`src/rtl/fcg_pkg.sv`:
```
`timescale 1ns / 1ps
// Package for the four-corner gradient pixel block.
// Holds payload structs, register codes, reset values and fixed widths.
package fcg_pkg;

  localparam int POS_W        = 14;
  localparam int SIDE_W       = 15;
  localparam int Q_W          = 16;
  localparam int W_W          = Q_W + 1;
  localparam int CHANNEL_BITS = 16;
  localparam int MAX_SIDE     = 16384;
  localparam int DIV_STG      = 4;
  localparam int DIV_STEPS    = Q_W / DIV_STG;
  localparam int CFG_IDX_W    = 3;
  localparam int CFG_DATA_W   = 64;

  localparam logic [W_W-1:0] W_ONE    = W_W'(1 << Q_W);
  localparam logic [15:0]    CHAN_MAX = 16'((1 << CHANNEL_BITS) - 1);

  localparam logic [CFG_IDX_W-1:0] REG_BLEND_MODE    = 3'd0;
  localparam logic [CFG_IDX_W-1:0] REG_CANVAS_WIDTH  = 3'd1;
  localparam logic [CFG_IDX_W-1:0] REG_CANVAS_HEIGHT = 3'd2;
  localparam logic [CFG_IDX_W-1:0] REG_CORNER_TL     = 3'd3;
  localparam logic [CFG_IDX_W-1:0] REG_CORNER_TR     = 3'd4;
  localparam logic [CFG_IDX_W-1:0] REG_CORNER_BL     = 3'd5;
  localparam logic [CFG_IDX_W-1:0] REG_CORNER_BR     = 3'd6;

  localparam logic [SIDE_W-1:0] RST_SIDE      = 15'd1024;
  localparam logic [63:0]       RST_CORNER_TL = 64'hFFFF_0000_0000_FFFF;
  localparam logic [63:0]       RST_CORNER_TR = 64'h0000_FFFF_0000_FFFF;
  localparam logic [63:0]       RST_CORNER_BL = 64'h0000_0000_FFFF_FFFF;
  localparam logic [63:0]       RST_CORNER_BR = 64'hFFFF_FFFF_0000_FFFF;

  typedef struct packed {
    logic [POS_W-1:0] col_pos;
    logic [POS_W-1:0] row_pos;
  } fcg_in_t;

  typedef struct packed {
    logic [15:0] red_out;
    logic [15:0] green_out;
    logic [15:0] blue_out;
    logic [15:0] alpha_out;
  } fcg_out_t;

  typedef struct packed {
    logic           sat;
    logic [Q_W-1:0] q;
  } fcg_norm_t;

endpackage

```
`src/rtl/fcg_norm.sv`:
```
`timescale 1ns / 1ps
// Pipelined restoring divider: position / side as a Q16 fraction, saturating at one.
// Depends on fcg_pkg.
module fcg_norm import fcg_pkg::*; (
  input  logic              clk,
  input  logic              en,
  input  logic [POS_W-1:0]  pos,
  input  logic [SIDE_W-1:0] side,
  output fcg_norm_t         res
);

  logic [SIDE_W-1:0] rem_r [DIV_STG];
  logic [Q_W-1:0]    q_r   [DIV_STG];
  logic              sat_r [DIV_STG];

  for (genvar k = 0; k < DIV_STG; k++) begin : g_stg
    logic [SIDE_W-1:0] rem_src;
    logic [Q_W-1:0]    q_src;
    logic              sat_src;
    logic [SIDE_W-1:0] rem_nxt;
    logic [Q_W-1:0]    q_nxt;
    logic [SIDE_W:0]   r2;

    if (k == 0) begin : g_first
      assign rem_src = {1'b0, pos};
      assign q_src   = '0;
      assign sat_src = ({1'b0, pos} >= side);
    end else begin : g_next
      assign rem_src = rem_r[k-1];
      assign q_src   = q_r[k-1];
      assign sat_src = sat_r[k-1];
    end

    always_comb begin
      rem_nxt = rem_src;
      q_nxt   = q_src;
      r2      = '0;
      for (int j = 0; j < DIV_STEPS; j++) begin
        r2 = {rem_nxt, 1'b0};
        if (r2 >= {1'b0, side}) begin
          rem_nxt = SIDE_W'(r2 - {1'b0, side});
          q_nxt   = {q_nxt[Q_W-2:0], 1'b1};
        end else begin
          rem_nxt = r2[SIDE_W-1:0];
          q_nxt   = {q_nxt[Q_W-2:0], 1'b0};
        end
      end
    end

    always_ff @(posedge clk) begin
      if (en) begin
        rem_r[k] <= rem_nxt;
        q_r[k]   <= q_nxt;
        sat_r[k] <= sat_src;
      end
    end
  end

  assign res.sat = sat_r[DIV_STG-1];
  assign res.q   = q_r[DIV_STG-1];

endmodule
```
`config.mk`:
```
export PLATFORM = sky130hd
export DESIGN_NAME = fcg_norm
export DESIGN_NICKNAME = d
export VERILOG_FILES = /design/src/rtl/fcg_pkg.sv /design/src/rtl/fcg_norm.sv
export SDC_FILE = /design/constraint.sdc
export NUM_CORES = 1
export LEC_CHECK = 0
export BUFFER_PORTS_ARGS = -buffer_cell sky130_fd_sc_hd__buf_2
export CORE_MARGIN = 8
export CORE_UTILIZATION = 52
export CTS_BUF_LIST = sky130_fd_sc_hd__clkbuf_8
export DETAILED_ROUTE_END_ITERATION = 6
export GPL_ROUTABILITY_DRIVEN = 1
export PLACE_DENSITY_LB_ADDON = 0.2
export SYNTH_ARGS = -nofsm -noshare
export SYNTH_HDL_FRONTEND = slang
export SYNTH_SLANG_ARGS = --single-unit
```
`constraint.sdc`:
```
create_clock -name clk -period 16.9 [get_ports clk]
set_input_delay 3.38 -clock clk [delete_from_list [all_inputs] [get_ports clk]]
set_output_delay 3.38 -clock clk [all_outputs]
set_load 0.05 [all_outputs]
```
## Word-level counts from Yosys, hierarchy flattened

Memories as Yosys holds them, arrays and structs flattened.
Index checks and enable logic that the tools add are counted.

- $add $sub $neg: 16
- Magnitude comparators: 17
- Multiplexer cells: 34

Operators with widths:

| operator | number |
|---|---|
| $ge A16 B15 Y1 | 15 |
| $mux W15 | 16 |
| $sub A15 B15 Y15 | 16 |
| $mux W1 | 18 |
| $ge A14 B15 Y1 | 1 |
| $ge A15 B15 Y1 | 1 |

- Register bits: 0
- Memory bits (writable): 128
- Input port bits: 31
- Output and inout port bits: 17
- Logic and storage cells: 70
- Memories kept: 3

Memory list:

| memory | words | bits a word | rd ports | clocked after Yosys merged registers in | wr ports | RTL line | text |
|---|---|---|---|---|---|---|---|
| q_r | 4 | 16 | 4 | 0 | 4 | fcg_norm.sv:13 | `logic [Q_W-1:0] q_r [DIV_STG];` |
| rem_r | 4 | 15 | 3 | 0 | 4 | fcg_norm.sv:12 | `logic [SIDE_W-1:0] rem_r [DIV_STG];` |
| sat_r | 4 | 1 | 4 | 0 | 4 | fcg_norm.sv:14 | `logic sat_r [DIV_STG];` |

## Longest topological paths before layout

An unclocked memory read counts as a cell.

- Depth in word-level cells: 9
- Depth in mapped cells: 52
- Gate-level depth less buffers: 43

## Worst setup path before layout

OpenSTA, ideal clock, no wires.

- Path kind: input-to-reg
- Start point: input side[0]
- End point: memory rem_r[2][10] (data pin)
- Arrival time: 13.874 ns
- Slack: 2.765 ns
- Cell stages on the path: 49
- Cell sequence: buf_2 clkbuf_1 clkbuf_1 clkinv_1 clkbuf_1 fa_1 a21o_1 a221oi_2 a31oi_1 a2111oi_4 inv_2 clkbuf_1 nor2_1 a21oi_1 ha_1 a21o_1 a21oi_1 nor3b_1 (+13 left out) a211o_1 inv_1 and2_1 buf_2 buf_2 mux2i_1 ha_1 and2_1 a311o_1 o311ai_1 a21oi_1 o211a_1 o21ai_0 nand2b_1 a31oi_1 nand3b_4 buf_2 a221o_1

RTL lines:

| element | RTL line | text |
|---|---|---|
| from (decl) | fcg_norm.sv:8 | `input logic [SIDE_W-1:0] side,` |
| to (decl) | fcg_norm.sv:12 |  |

==> flow_summary.ini <==
[final_layout]
antennaDiodeCount = 0
fin_util_pct = 55.4
syn2layout_area_growth_pct = 5.84
drive_above_1_share_pct = 11.2
fin_nets = 2168
instances_no_fill = 2286

[synthesis]
yosys_warnings = 0
synth_edf_count = 89
synthMuxAreaShare_pct = 7.67
netlist_instances = 1849
synth-compound-area-share_pct = 26.0
yosysSeqAreaShare_pct = 17.4
synth_area_per_cell_sq_um = 8.32
ys_seq_elements = 89
synth_area_sq_mm = 0.0154
ys_types = 90
synth-simple-area-share_pct = 16.4
synth.net_count = 2125
ys.flop_type = edfxtp_1
synth_fa_ha_area_share_pct = 20.1
synth_xor_area_share_pct = 9.17
synthArstFlopShare_pct = 0
synth_top_family_by_area = compound AO/OA/AOI/OAI gates

[grt]
grt_busiest_layer = met2
grtUsageMet2_pct = 40.7
antenna_found_initial = 3
grt.total_usage_pct = 24.1
grt_overflow_total = 0
grt_pass1_vias = 13700
grt_pass1_wl_mm = 70.0
met3_usage_pct = 3.81
grt_max_degree = 48
grt_use_met1_pct = 30.9

[critical_path]
slowest_stage = fa_1
critical_path_buf_inv_count = 6
critPathLaunchType = input port
critical_path_required_ps = 17050
cpMostUsedCell = a21oi_1
path_class = input port to flip-flop
rr_startpoint = rem_r[1][0]$_SDFFCE_PN0P_
cp_top_family = compound AO/OA/AOI/OAI gates
arrival_ps = 14970
reg2regPathDepth = 39
end_kind = flip-flop
crit_fanout = 18
r2r_end = rem_r[2][14]$_DFFE_PP_
crit_path_max_incr_delay_ps = 710
r2r_slack_ps = 5590

[placed_design]
gp_congestion = 0.905
port_buffers = 47
hpwl_mm = 33.3
dpl.cell_count = 2271

[clock_network]
clkTransAtPathRegs_ps = 90
cts_setup_buffers = 0
numCtsBuffers = 9
cts_sinks = 89
cts_resized = 0
cts_tree = done
cts.path.max_buffers = 2
clkLatencyLatePin_ps = 410
cts_htree_levels = 3
postCtsHoldBufs = 0
cts_root_buf = clkbuf_8

[worst_hold_path]
min_from = q_r[2][4]$_DFFE_PP_
min_to = q_r[3][8]$_DFFE_PP_
min_path_cells = 0
hp-class = flip-flop to flip-flop

[route]
first_pass_iters = 7
drc = 0
first_iter_violations = 918
ant_nets = 0
vias_per_cell = 6.21
wirelength_mm = 43.8
vias = 14200
wl_per_cell_um = 19.2

[floorplan]
die_w_um = 188
io_pins = 48
core_area_sq_mm = 0.0294
die-area_sq_mm = 0.0353
fp.dieH_um = 188
start_util_pct = 52.3
rows = 63

[job]
maxCapViolCount = 0

[sta]
setup_viol = 0
fin_crit_ps = 14820
min_period_over_period_pct = 87.7
slew_headroom_pct = 30.4
slew_violations = 0
skew_ps = 24.9
fmax_mhz = 67.5
tns_ps = 0
rsz0062_at_grt = false
tightest_slew_ps = 1040
final-hold-violation-count = 0

[status]
status = finished clean
## cell type report
cell class | instances | area [sq um]
clock buffer | 9 | 124
sequential | 89 | 2670
inverter | 86 | 323
tap | 390 | 488
clock inverter | 6 | 58.8
fill | 2719 | 13100
multi-input combinational | 1637 | 12200
timing repair buffer | 69 | 403
## registers in the layout (all words and copies together) (netlist names)
register  count
sat_r         4
rem_r        45
q_r          40
## placed cells by master, fill, tap and decap left out, types with 6 or more instances in the layout
cell type,n
buf_4,23
nor3_1,38
a221o_1,27
o211ai_1,9
and2_1,15
nand4_1,20
o41ai_1,6
nand2_1,110
inv_1,81
ha_1,241
a21o_1,57
a211oi_1,18
a21boi_0,9
a21oi_1,170
o21ai_0,144
clkbuf_8,9
nor2b_1,32
mux2i_1,16
o21ai_1,7
o21a_1,36
or3_1,20
nand2b_1,43
o31ai_1,12
xor2_1,54
or2_2,10
o31a_1,6
nand3_1,21
o21bai_1,21
a31oi_1,24
and3_1,18
buf_2,46
nor2_1,160
edfxtp_1,89
xnor2_1,107
mux2_2,86
## metrics by stage
| stage | hold WS (ps) | area, sq um | setup slack (ps) |
|---|---|---|---|
| 2_1_floorplan | 400 | 15400 | 2760 |
| 4_1_cts | 426 | 16300 | 2140 |
| 5_1_grt | 436 | 16300 | 1130 |
| 3_3_place_gp | 401 | 16100 | 2050 |
| 6_report | 425 | 16300 | 2080 |
| 3_5_place_dp | 405 | 16100 | 1800 |
## cell usage after synthesis, types with 17 or more instances
cell,count,share of area (%)
o21a_1,36,1.8
xnor2_1,107,6.1
o21ai_0,144,4.7
or3_1,20,0.81
o21bai_1,21,1.0
ha_1,241,20
a211oi_1,18,0.88
nand2_1,110,2.7
xor2_1,54,3.1
nor3_1,38,1.2
clkbuf_1,17,0.41
a221o_1,27,1.8
a31oi_1,24,0.98
nand4_1,20,0.81
nor2_1,160,3.9
edfxtp_1,89,17
a21o_1,57,2.8
mux2_2,86,6.3
a21oi_1,170,5.5
nor2b_1,32,1.3
and3_1,18,0.73
nand2b_1,43,1.7
inv_1,80,2.0
nand3_1,21,0.68
## worst max-delay path by stage
stage,from,endpoint,slack [ps],cells after the start
CTS,side[0],rem_r[2][10]$_DFFE_PP_,2140,40
global route,side[0],rem_r[2][9]$_DFFE_PP_,1130,41
finish,side[0],rem_r[2][14]$_DFFE_PP_,2080,41
floorplan,side[0],rem_r[2][10]$_DFFE_PP_,2760,49
global placement,side[0],rem_r[1][7]$_DFFE_PP_,2050,38
detailed placement,side[0],rem_r[2][10]$_DFFE_PP_,1800,40
## metal layers
| layer | up-vias | wire length (um) |
|---|---|---|
| met2 | 408 | 20300 |
| met4 | 4 | 1190 |
| met1 | 6658 | 19700 |
| met3 | 96 | 2560 |
| li1 | 7038 | - |
| met5 | - | 27 |
## worst reg2reg max path, delay by kind of cell (launching register included)
family | cells | cell delay [ps]
adders and majority gates | 4 | 1410
and+or+nand+nor | 6 | 1650
buffers and inverters | 4 | 760
muxes | 1 | 280
AOI/OAI and AO/OA | 24 | 6510
DFF | 1 | 450
## cell families after synthesis
group,count (synthesis)
AO/OA/AOI/OAI,612
XOR/XNOR,161
adder cells (fa/ha/maj),245
buffers and inverters,123
flip-flops,89
multiplexers,106
AND/OR/NAND/NOR,513
Power is not shown: default switching activity piles up to over one toggle a cycle in this logic, so the estimate is an artifact.
